$ cat config.mk
export PLATFORM = sky130hd
export DESIGN_NAME = priority_run_queue
export DESIGN_NICKNAME = d
export VERILOG_FILES = /design/src/sv/prq_pkg.sv /design/src/sv/prq_ctrl.sv /design/src/sv/prq_datapath.sv /design/src/sv/priority_run_queue.sv
export SDC_FILE = /design/constraint.sdc
export NUM_CORES = 1
export LEC_CHECK = 0
export ABC_AREA = 1
export ABC_CLOCK_PERIOD_IN_PS = 9100
export CAP_MARGIN = 5
export CORE_ASPECT_RATIO = 1.25
export CORE_UTILIZATION = 44
export DETAILED_ROUTE_END_ITERATION = 16
export DONT_BUFFER_PORTS = 1
export SYNTH_ARGS = -nofsm -noshare
export SYNTH_HDL_FRONTEND = slang
export SYNTH_HIERARCHICAL = 1
export SYNTH_SLANG_ARGS = --single-unit
export TNS_END_PERCENT = 50
$ cat constraint.sdc
create_clock -name clk_i -period 9.1 [get_ports clk_i]
set_clock_uncertainty 0.2 [all_clocks]
set_input_delay 0.91 -clock clk_i [delete_from_list [all_inputs] [get_ports clk_i]]
set_output_delay 0.91 -clock clk_i [all_outputs]
set_load 0.01 [all_outputs]
$ cat src/sv/prq_pkg.sv
`timescale 1ns / 1ps
// Shared types and codes for the priority run queue.
// No dependencies; every other file imports this package.
package prq_pkg;

  localparam int unsigned PRQ_SLOTS = 16;

  localparam int unsigned OP_W   = 2;
  localparam int unsigned ID_W   = 16;
  localparam int unsigned PRIO_W = 16;
  localparam int unsigned SLC_W  = 16;
  localparam int unsigned ST_W   = 2;
  localparam int unsigned OCC_W  = 5;

  localparam logic [SLC_W-1:0] MAX_SLICE_RST = 16'd5;

  // operation codes
  localparam logic [OP_W-1:0] OP_ENQ  = 2'd0;
  localparam logic [OP_W-1:0] OP_DEQ  = 2'd1;
  localparam logic [OP_W-1:0] OP_PICK = 2'd2;

  // status codes
  localparam logic [ST_W-1:0] ST_OK       = 2'd0;
  localparam logic [ST_W-1:0] ST_EMPTY    = 2'd1;
  localparam logic [ST_W-1:0] ST_FULL     = 2'd2;
  localparam logic [ST_W-1:0] ST_NOTFOUND = 2'd3;

  // controller to datapath
  typedef struct packed {
    logic load;    // capture the input word, restart the scan
    logic scan;    // read the slot at the scan index and advance
    logic commit;  // update the table and the result register
  } prq_cmd_t;

  // datapath to controller
  typedef struct packed {
    logic scan_last;  // scan index sits on the last slot
  } prq_stat_t;

endpackage

$ cat src/sv/prq_ctrl.sv
`timescale 1ns / 1ps
// Sequencer of the priority run queue: accept, slot scan, drain, commit, output valid.
// Depends on prq_pkg.
module prq_ctrl (
  input  logic                clk_i,
  input  logic                rst_ni,
  input  logic                in_valid_i,
  output logic                in_stall_o,
  output logic                out_valid_o,
  input  logic                out_stall_i,
  input  prq_pkg::prq_stat_t  stat_i,
  output prq_pkg::prq_cmd_t   cmd_o
);
  import prq_pkg::*;

  localparam logic [1:0] S_IDLE   = 2'd0;
  localparam logic [1:0] S_SCAN   = 2'd1;
  localparam logic [1:0] S_DRAIN  = 2'd2;
  localparam logic [1:0] S_COMMIT = 2'd3;

  logic [1:0] state_q, state_d;
  logic       out_valid_q, out_valid_d;
  logic       out_free;

  assign in_stall_o  = (state_q != S_IDLE);
  assign out_valid_o = out_valid_q;
  assign out_free    = !out_valid_q || !out_stall_i;

  always_comb begin
    state_d     = state_q;
    out_valid_d = out_valid_q;
    cmd_o       = '0;
    if (out_valid_q && !out_stall_i) begin
      out_valid_d = 1'b0;
    end
    case (state_q)
      S_IDLE: begin
        if (in_valid_i) begin
          cmd_o.load = 1'b1;
          state_d    = S_SCAN;
        end
      end
      S_SCAN: begin
        cmd_o.scan = 1'b1;
        if (stat_i.scan_last) begin
          state_d = S_DRAIN;
        end
      end
      S_DRAIN: begin
        // last read word is compared in this cycle
        state_d = S_COMMIT;
      end
      S_COMMIT: begin
        // hold until the result register can take a new word
        if (out_free) begin
          cmd_o.commit = 1'b1;
          out_valid_d  = 1'b1;
          state_d      = S_IDLE;
        end
      end
      default: begin
        state_d = S_IDLE;
      end
    endcase
  end

  always_ff @(posedge clk_i or negedge rst_ni) begin
    if (!rst_ni) begin
      state_q     <= S_IDLE;
      out_valid_q <= 1'b0;
    end else begin
      state_q     <= state_d;
      out_valid_q <= out_valid_d;
    end
  end

endmodule

$ cat src/sv/prq_datapath.sv
`timescale 1ns / 1ps
// Slot table, scan compare and result register of the priority run queue.
// Depends on prq_pkg; driven by prq_ctrl commands.
module prq_datapath #(
  parameter int unsigned SLOTS = prq_pkg::PRQ_SLOTS
) (
  input  logic                          clk_i,
  input  logic                          rst_ni,
  input  prq_pkg::prq_cmd_t             cmd_i,
  output prq_pkg::prq_stat_t            stat_o,
  input  logic                          cfg_we_i,
  input  logic [prq_pkg::SLC_W-1:0]     cfg_wdata_i,
  input  logic [prq_pkg::OP_W-1:0]      operation_i,
  input  logic [prq_pkg::ID_W-1:0]      proc_id_i,
  input  logic [prq_pkg::PRIO_W-1:0]    prio_in_i,
  input  logic [prq_pkg::SLC_W-1:0]     slice_in_i,
  output logic [prq_pkg::ST_W-1:0]      status_o,
  output logic [prq_pkg::ID_W-1:0]      chosen_id_o,
  output logic [prq_pkg::PRIO_W-1:0]    chosen_prio_o,
  output logic [prq_pkg::SLC_W-1:0]     granted_slice_o,
  output logic [prq_pkg::OCC_W-1:0]     occupancy_o
);
  import prq_pkg::*;

  localparam int unsigned IW = $clog2(SLOTS);
  localparam int unsigned CW = $clog2(SLOTS + 1);

  // slot contents, valid only where the used bit is set
  logic [ID_W-1:0]   id_mem   [SLOTS];
  logic [PRIO_W-1:0] prio_mem [SLOTS];
  logic [SLOTS-1:0]  used_q, used_d;
  logic [CW-1:0]     count_q, count_d;
  logic [SLC_W-1:0]  max_slice_q;

  logic [OP_W-1:0]   op_q;
  logic [ID_W-1:0]   id_q;
  logic [PRIO_W-1:0] prio_q;
  logic [SLC_W-1:0]  slice_q;

  logic [IW-1:0]     idx_q;
  logic              rd_vld_q;
  logic [IW-1:0]     rd_idx_q;
  logic [ID_W-1:0]   rd_id_q;
  logic [PRIO_W-1:0] rd_prio_q;

  logic              hit_q, hit_d;
  logic [IW-1:0]     hit_idx_q, hit_idx_d;
  logic [ID_W-1:0]   best_id_q, best_id_d;
  logic [PRIO_W-1:0] best_prio_q, best_prio_d;

  logic [ST_W-1:0]   status_q, status_d;
  logic [ID_W-1:0]   cid_q, cid_d;
  logic [PRIO_W-1:0] cprio_q, cprio_d;
  logic [SLC_W-1:0]  granted_q, granted_d;
  logic [OCC_W-1:0]  occ_q;

  logic              rd_used;
  logic              take;

  assign stat_o.scan_last = (idx_q == IW'(SLOTS - 1));
  assign rd_used          = used_q[rd_idx_q];

  // compare the word read in the previous cycle
  always_comb begin
    take = 1'b0;
    case (op_q)
      OP_ENQ:  take = !rd_used && !hit_q;
      OP_DEQ:  take = rd_used && (rd_id_q == id_q) && !hit_q;
      OP_PICK: take = rd_used && (!hit_q || (rd_prio_q < best_prio_q));
      default: take = 1'b0;
    endcase
    hit_d       = hit_q;
    hit_idx_d   = hit_idx_q;
    best_id_d   = best_id_q;
    best_prio_d = best_prio_q;
    if (cmd_i.load) begin
      hit_d = 1'b0;
    end else if (rd_vld_q && take) begin
      hit_d       = 1'b1;
      hit_idx_d   = rd_idx_q;
      best_id_d   = rd_id_q;
      best_prio_d = rd_prio_q;
    end
  end

  // table update and result word
  always_comb begin
    used_d    = used_q;
    count_d   = count_q;
    status_d  = ST_OK;
    cid_d     = id_q;
    cprio_d   = '0;
    granted_d = '0;
    case (op_q)
      OP_ENQ: begin
        if (!hit_q) begin
          status_d = ST_FULL;
        end else begin
          used_d[hit_idx_q] = 1'b1;
          count_d           = count_q + CW'(1);
          granted_d = (slice_q == '0 || slice_q > max_slice_q) ? max_slice_q : slice_q;
        end
      end
      OP_DEQ: begin
        if (!hit_q) begin
          status_d = ST_NOTFOUND;
        end else begin
          used_d[hit_idx_q] = 1'b0;
          if (count_q != '0) begin
            count_d = count_q - CW'(1);
          end
        end
      end
      OP_PICK: begin
        if (!hit_q) begin
          status_d = ST_EMPTY;
          cid_d    = '0;
        end else begin
          cid_d   = best_id_q;
          cprio_d = best_prio_q;
        end
      end
      default: begin
      end
    endcase
  end

  always_ff @(posedge clk_i or negedge rst_ni) begin
    if (!rst_ni) begin
      used_q      <= '0;
      count_q     <= '0;
      max_slice_q <= MAX_SLICE_RST;
      idx_q       <= '0;
      rd_vld_q    <= 1'b0;
      hit_q       <= 1'b0;
    end else begin
      if (cfg_we_i) begin
        max_slice_q <= cfg_wdata_i;
      end
      if (cmd_i.load) begin
        idx_q <= '0;
      end else if (cmd_i.scan) begin
        idx_q <= idx_q + IW'(1);
      end
      rd_vld_q <= cmd_i.scan;
      hit_q    <= hit_d;
      if (cmd_i.commit) begin
        used_q  <= used_d;
        count_q <= count_d;
      end
    end
  end

  // payload registers
  always_ff @(posedge clk_i) begin
    if (cmd_i.load) begin
      op_q    <= operation_i;
      id_q    <= proc_id_i;
      prio_q  <= prio_in_i;
      slice_q <= slice_in_i;
    end
    if (cmd_i.scan) begin
      rd_idx_q <= idx_q;
    end
    hit_idx_q   <= hit_idx_d;
    best_id_q   <= best_id_d;
    best_prio_q <= best_prio_d;
    if (cmd_i.commit) begin
      status_q  <= status_d;
      cid_q     <= cid_d;
      cprio_q   <= cprio_d;
      granted_q <= granted_d;
      occ_q     <= OCC_W'(count_d);
    end
  end

  // slot memory: one read port for the scan, one write port at commit
  always_ff @(posedge clk_i) begin
    if (cmd_i.scan) begin
      rd_id_q   <= id_mem[idx_q];
      rd_prio_q <= prio_mem[idx_q];
    end
    if (cmd_i.commit && op_q == OP_ENQ && hit_q) begin
      id_mem[hit_idx_q]   <= id_q;
      prio_mem[hit_idx_q] <= prio_q;
    end
  end

  assign status_o        = status_q;
  assign chosen_id_o     = cid_q;
  assign chosen_prio_o   = cprio_q;
  assign granted_slice_o = granted_q;
  assign occupancy_o     = occ_q;

endmodule

$ cat src/sv/priority_run_queue.sv
`timescale 1ns / 1ps
// Top level of the priority run queue: controller plus datapath.
// Depends on prq_pkg, prq_ctrl and prq_datapath.
//
// A run queue of SLOTS process slots taking one word at a time: enqueue (lowest
// free slot, slice clamped to max_slice), dequeue by id (lowest matching slot),
// pick (smallest priority, lowest slot on ties, nothing removed). Every word
// scans the whole slot table through one memory read port, one slot per cycle,
// and its commit waits while the previous result is still stalled. The result
// register lets the next word be accepted while a result waits. No clearing
// pass after reset.
module priority_run_queue #(
  parameter int unsigned SLOTS = prq_pkg::PRQ_SLOTS
) (
  input  logic                          clk_i,
  input  logic                          rst_ni,
  input  logic                          in_valid_i,
  output logic                          in_stall_o,
  input  logic [prq_pkg::OP_W-1:0]      operation_i,
  input  logic [prq_pkg::ID_W-1:0]      proc_id_i,
  input  logic [prq_pkg::PRIO_W-1:0]    prio_in_i,
  input  logic [prq_pkg::SLC_W-1:0]     slice_in_i,
  output logic                          out_valid_o,
  input  logic                          out_stall_i,
  output logic [prq_pkg::ST_W-1:0]      status_o,
  output logic [prq_pkg::ID_W-1:0]      chosen_id_o,
  output logic [prq_pkg::PRIO_W-1:0]    chosen_prio_o,
  output logic [prq_pkg::SLC_W-1:0]     granted_slice_o,
  output logic [prq_pkg::OCC_W-1:0]     occupancy_o,
  input  logic                          cfg_we_i,
  input  logic [prq_pkg::SLC_W-1:0]     cfg_wdata_i
);
  import prq_pkg::*;

  prq_cmd_t  cmd;
  prq_stat_t stat;

  prq_ctrl u_ctrl (
    .clk_i       (clk_i),
    .rst_ni      (rst_ni),
    .in_valid_i  (in_valid_i),
    .in_stall_o  (in_stall_o),
    .out_valid_o (out_valid_o),
    .out_stall_i (out_stall_i),
    .stat_i      (stat),
    .cmd_o       (cmd)
  );

  prq_datapath #(
    .SLOTS (SLOTS)
  ) u_datapath (
    .clk_i           (clk_i),
    .rst_ni          (rst_ni),
    .cmd_i           (cmd),
    .stat_o          (stat),
    .cfg_we_i        (cfg_we_i),
    .cfg_wdata_i     (cfg_wdata_i),
    .operation_i     (operation_i),
    .proc_id_i       (proc_id_i),
    .prio_in_i       (prio_in_i),
    .slice_in_i      (slice_in_i),
    .status_o        (status_o),
    .chosen_id_o     (chosen_id_o),
    .chosen_prio_o   (chosen_prio_o),
    .granted_slice_o (granted_slice_o),
    .occupancy_o     (occupancy_o)
  );

  // an accepted word keeps the input side busy for its scan
  a_busy_after_accept: assert property (@(posedge clk_i) disable iff (!rst_ni)
    (in_valid_i && !in_stall_o) |=> in_stall_o)
    else $error("input accepted again during scan");

  a_full_occupancy: assert property (@(posedge clk_i) disable iff (!rst_ni)
    (out_valid_o && status_o == ST_FULL) |-> (occupancy_o == OCC_W'(SLOTS)))
    else $error("table full reported below capacity");

  a_empty_pick: assert property (@(posedge clk_i) disable iff (!rst_ni)
    (out_valid_o && status_o == ST_EMPTY) |-> (occupancy_o == '0 && chosen_id_o == '0))
    else $error("empty pick with processes queued");

  a_grant_ok: assert property (@(posedge clk_i) disable iff (!rst_ni)
    (out_valid_o && granted_slice_o != '0) |-> (status_o == ST_OK))
    else $error("slice granted on a failed word");

endmodule
== Word-level counts from Yosys, hierarchy flattened ==
Memories as Yosys holds them, arrays and structs flattened. A register that Yosys moved wholly into a read port is not among the register bits.
Cells that the tools add are included.
Cells by class
  add/sub/neg operators: 3
  magnitude comparators: 5
  equality and inequality tests: 12
  muxes and demuxes: 37
  bitwise gates (word level): 4
  reductions and logical operators: 29
Operators by type and width (number)
  $mux W16: 5
  $pmux W16 S2: 1
  $and A16 B16 Y16: 1
  $eq A16 B16 Y1: 1
  $gt A16 B16 Y1: 1
  $logic_not A16 Y1: 1
  $lt A16 B16 Y1: 1
  $not A16 Y16: 1
  $or A16 B16 Y16: 1
  $mux W1: 15
  $mux W5: 3
  $lt A4 B5 Y1 const B: 2
  $mux W2: 5
  $pmux W5 S2: 1
  $logic_and A1 B1 Y1: 9
  $mux W4: 2
  $pmux W2 S4: 1
  $reduce_bool A2 Y1: 4
  $eq A2 B2 Y1 const B: 3
  $ne A2 B1 Y1 const B: 3
  $pmux W2 S3: 1
  $reduce_and A2 Y1: 3
  $add A5 B1 Y5 const B: 1
  $reduce_bool A5 Y1: 1
  15 further kinds: 23
Storage, ports and cells
  flip-flop bits (word level): 191
  bits in writable memories: 512
  bits of input ports: 71
  output and inout bits: 57
  word-level logic and storage cells: 113
  memories kept: 2
Memories
  u_datapath.id_mem: depth 16, bits a word 16, rd ports 1, clocked after memory_dff 1, wr ports 1, line prq_datapath.sv:29  | logic [ID_W-1:0] id_mem [SLOTS];
  u_datapath.prio_mem: depth 16, bits a word 16, rd ports 1, clocked after memory_dff 1, wr ports 1, line prq_datapath.sv:30  | logic [PRIO_W-1:0] prio_mem [SLOTS];

== Longest topological paths before layout ==
  word-level depth: 8
  depth in mapped cells: 15
  depth with buffers taken out: 15

== Cells and area by module ==
The synthesis kept the hierarchy.
By module, submodules not included
  prq_datapath: instances 1, cells an instance 2155, area an instance 29096.7 um2, sequential area each 21768.4 um2
  prq_ctrl: instances 1, cells an instance 32, area an instance 251.5 um2, sequential area each 75.1 um2

== Worst setup path after synthesis ==
Ideal clock, no wire load.
  path kind: input to register
  start: input port out_stall_i
  end: memory u_datapath.id_mem[4][0] (enable)
  library setup time: 0.421 ns
  data arrival time: 5.990 ns
  data required time: 8.479 ns
  setup slack: 2.489 ns
  cell stages on the path: 4
  path buffers: 1
  cells stage by stage: a21oi_1 -> nand3_1 -> clkbuf_1 -> nor2_1
Between the ends
  word-level cells in the longest chain between the ends: 8
Ends and longest elaborated chain
  start, declared: line priority_run_queue.sv:24  | input logic out_stall_i,
  $logic_not A1 Y1: line prq_ctrl.sv:27  | assign out_free = !out_valid_q || !out_stall_i;
  $logic_or A1 B1 Y1: line prq_ctrl.sv:27
  $mux W1: line prq_ctrl.sv:55  | if (out_free) begin
  $mux W1: line prq_ctrl.sv:36  | case (state_q)
  $logic_and A1 B1 Y1 (2 in a row): line prq_datapath.sv:183  | if (cmd_i.commit && op_q == OP_ENQ && hit_q) begin
  $mux W1: line prq_datapath.sv:183
  $mux W1 (implied by the code): line prq_datapath.sv:184  | id_mem[hit_idx_q] <= id_q;
  end, declared: line prq_datapath.sv:29
No other way between the ends.

==> flow_summary.toml <==
[synthesis]
synth.largest_area_cell = "edfxtp_1"
async_reset_ff_frac = 0.06259
yosys_warnings = 6
synth_fp_nets = 2297
yosysTopAreaCellShare = 0.7050
synth.area.top_cells = "edfxtp_1, o21ai_0, nor2_1, dfrtp_1, o221ai_1"
syn_avg_cell_area_um2 = 13.42
ys_ff_latch = 735
synth_area_um2 = 29350
synth-edff-count = 689
synthFlopType = "edfxtp_1"
synth_cell_types = 42
synth-seq-area-share = 0.7443
netlist_instances = 2187

[sta]
worst_pin_slew_ps = 1300
setup_viol = 0
max_slew_margin = 0.1311
slew_violations = 0
final_hold_viol_count = 0
rsz0062_at_grt = "false"
max_freq_mhz = 281.9
finalCriticalPeriod_ps = 3547
fin_tns_setup_ps = 0
fin_hold_ws_ps = 182.0
period_share = 0.3898

[detailed_routing]
via_per_inst = 5.721
wl_per_cell_um = 22.70
first_pass_iters = 8
vias = 17660
drtIter0Drc = 1488
route.detailed.drc = 0
routed_wl_mm = 70.06
postRouteAntennaNets = 0

[global_route]
grt_pass1_wl_mm = 106.3
grt.total_usage = 0.2077
grt_max_degree = 209
overflow = 0
grt_pass1_vias = 17490
grt_antenna_before_repair = 2

[die]
initial_core_util = 0.4459
coreArea_um2 = 65820
die_h_um = 290.8
die_area_um2 = 67740
die_width_um = 233
pin_count = 128
num_rows = 105

[worst_setup_path]
timing.critical_path.buf_inv = 2
startpoint_type = "register"
cp_slowest_cell = "clkinv_2"
required_ps = 9270
crit_family = "buffers and inverters"
endpoint_kind = "register"
path_cells = "clkinv_2, buf_4, o21ai_0, o221ai_1, o211ai_1, nand2_1"
max_stage_delay_ps = 860
critical_path_depth = 6
reg2reg_depth = 6
criticalPathCategory = "reg2reg"
cp_data_arrival_time_ps = 3720
cp_max_fo = 76

[clock_tree]
cts-root-buf = "clkbuf_16"
cts_hold_buf = 2
clk_pin_slew_ps = 60
insertion_delay_ps = 620
numCtsBuffers = 73
clk_path_buf_depth = 3
h-tree-depth = 3
cts_tree = "built"
clock_sinks = 735
postCtsSetupRepairBufs = 0
postCtsResizedCells = 0

[status]
status = "completed"

[placed_design]
place_congestion = 0.8243
place_hpwl_mm = 37.85
portBuffers = 0

[power_and_ir_drop]
p_leak_nw = 10.90
p_per_area_nw_per_um2 = 299.8
ir_worst_vdd_v = 0.0003524

[layout]
nNetsFinal = 2282
layout_common_cells = "edfxtp_1, nor2_1, o21ai_0"
layout_commonest_cell = "edfxtp_1"
area_growth_pct = 11.23
layout-drive-gt1-share = 0.08651
n_antenna_cell = 0

[run]
cap_violations = 0

[min_path]
holdPathStages = 0
hp-class = "in2reg"
[kinds of logic (layout without fill, tap and decap cells)]
| group | Yosys count | in the layout | share of synthesized area |
|---|---|---|---|
| AO/OA/AOI/OAI | 526 | 526 | 0.1087 |
| buffers and inverters | 223 | 267 | 0.03470 |
| XOR/XNOR | 18 | 18 | 0.005372 |
| adder cells (fa/ha/maj) | 39 | 39 | 0.01663 |
| AND/OR/NAND/NOR | 645 | 645 | 0.08991 |
| flip-flops | 735 | 735 | 0.7443 |
| multiplexers | 1 | 1 | 0.0003837 |
[where the power goes]
| part | internal (W) | switching, W | leakage (nW) |
|---|---|---|---|
| Combinational | 0.000634 | 0.00150 | 2.89 |
| Sequential | 0.00420 | 0.000419 | 6.84 |
| Clock | 0.00178 | 0.00125 | 1.17 |
[worst register-to-register path, cell delays in order, from the launching register on]
cell and delay, ps:
dfrtp_4 830, clkinv_2 890, buf_4 710, o21ai_0 310, o221ai_1 140, o211ai_1 150
nand2_1 70
[cells in the mapped netlist (all sizes together), types with 15 or more instances]
cell    number
dfrtp       44
o22ai       35
nand3b      15
a21oi       41
xnor2       15
nand3       72
o211ai      36
nor2       330
clkbuf      70
inv         97
o21ai      314
ha          39
nand2      209
o221ai      94
buf         56
edfxtp     689
[layout make-up]
type                    instances  area (µm²)
fillers                      5395       33170
flip-flops and latches        735       21860
multi-input cells            1229        6620
clock buffers                  96        2037
well taps                     856        1071
clock inverters                38       380.4
inverters                      97       371.6
repair buffers                 36       309.0
[path summary, 6_finish.rpt]
check,start,end,slack [ps]
min,prio_in_i[8],u_datapath/prio_q[8]$_DFFE_PP_,180
max in group asynchronous,rst_ni,u_datapath/max_slice_q[2]$_DFFE_PN1P_,7780
min reg2reg,u_datapath/rd_prio_q[11]$_DFFE_PP_,u_datapath/best_prio_q[11]$_DFFE_PP_,270
max reg2reg,u_datapath/idx_q[1]$_DFFE_PN0P_,u_datapath/rd_prio_q[10]$_DFFE_PP_,5550
max,u_datapath/idx_q[1]$_DFFE_PN0P_,u_datapath/rd_prio_q[10]$_DFFE_PP_,5550
min in group asynchronous,rst_ni,asynchronous set/reset pin,620
[through the flow]
stage	instances	utilization	total power, W	worst slack, ps	instance area [µm²]
after floorplan	2187	-	0.006128	2489	29350
after global placement	2950	0.4585	0.006753	5595	30180
after detailed placement	2950	0.4585	0.006827	5575	30180
after CTS	3086	0.4958	0.009864	5563	32630
after global routing	3087	0.4960	0.01027	5309	32650
final	3087	0.4960	0.009786	5553	32650
[state kept, by name, summed over array words and instances (netlist names), 5 cells and up, named ones only]
signal / flops
u_datapath/id_q: 16
u_datapath/slice_q: 16
u_datapath/best_prio_q: 16
u_datapath/best_id_q: 16
u_datapath/rd_id_q: 16
u_datapath/max_slice_q: 16
u_datapath/prio_mem: 256
u_datapath/rd_prio_q: 16
u_datapath/occupancy_o: 5
u_datapath/id_mem: 256
u_datapath/chosen_id_o: 16
u_datapath/granted_slice_o: 16
u_datapath/count_q: 5
u_datapath/prio_q: 16
u_datapath/chosen_prio_o: 16
[routing by layer]
layer	global-route usage	share of wire
met1	0.2766	0.42
met2	0.3451	0.49
met3	0.03375	0.071
met4	0.06887	0.023
met5	0	0
Note: power is estimated with default switching activity, not from simulation.
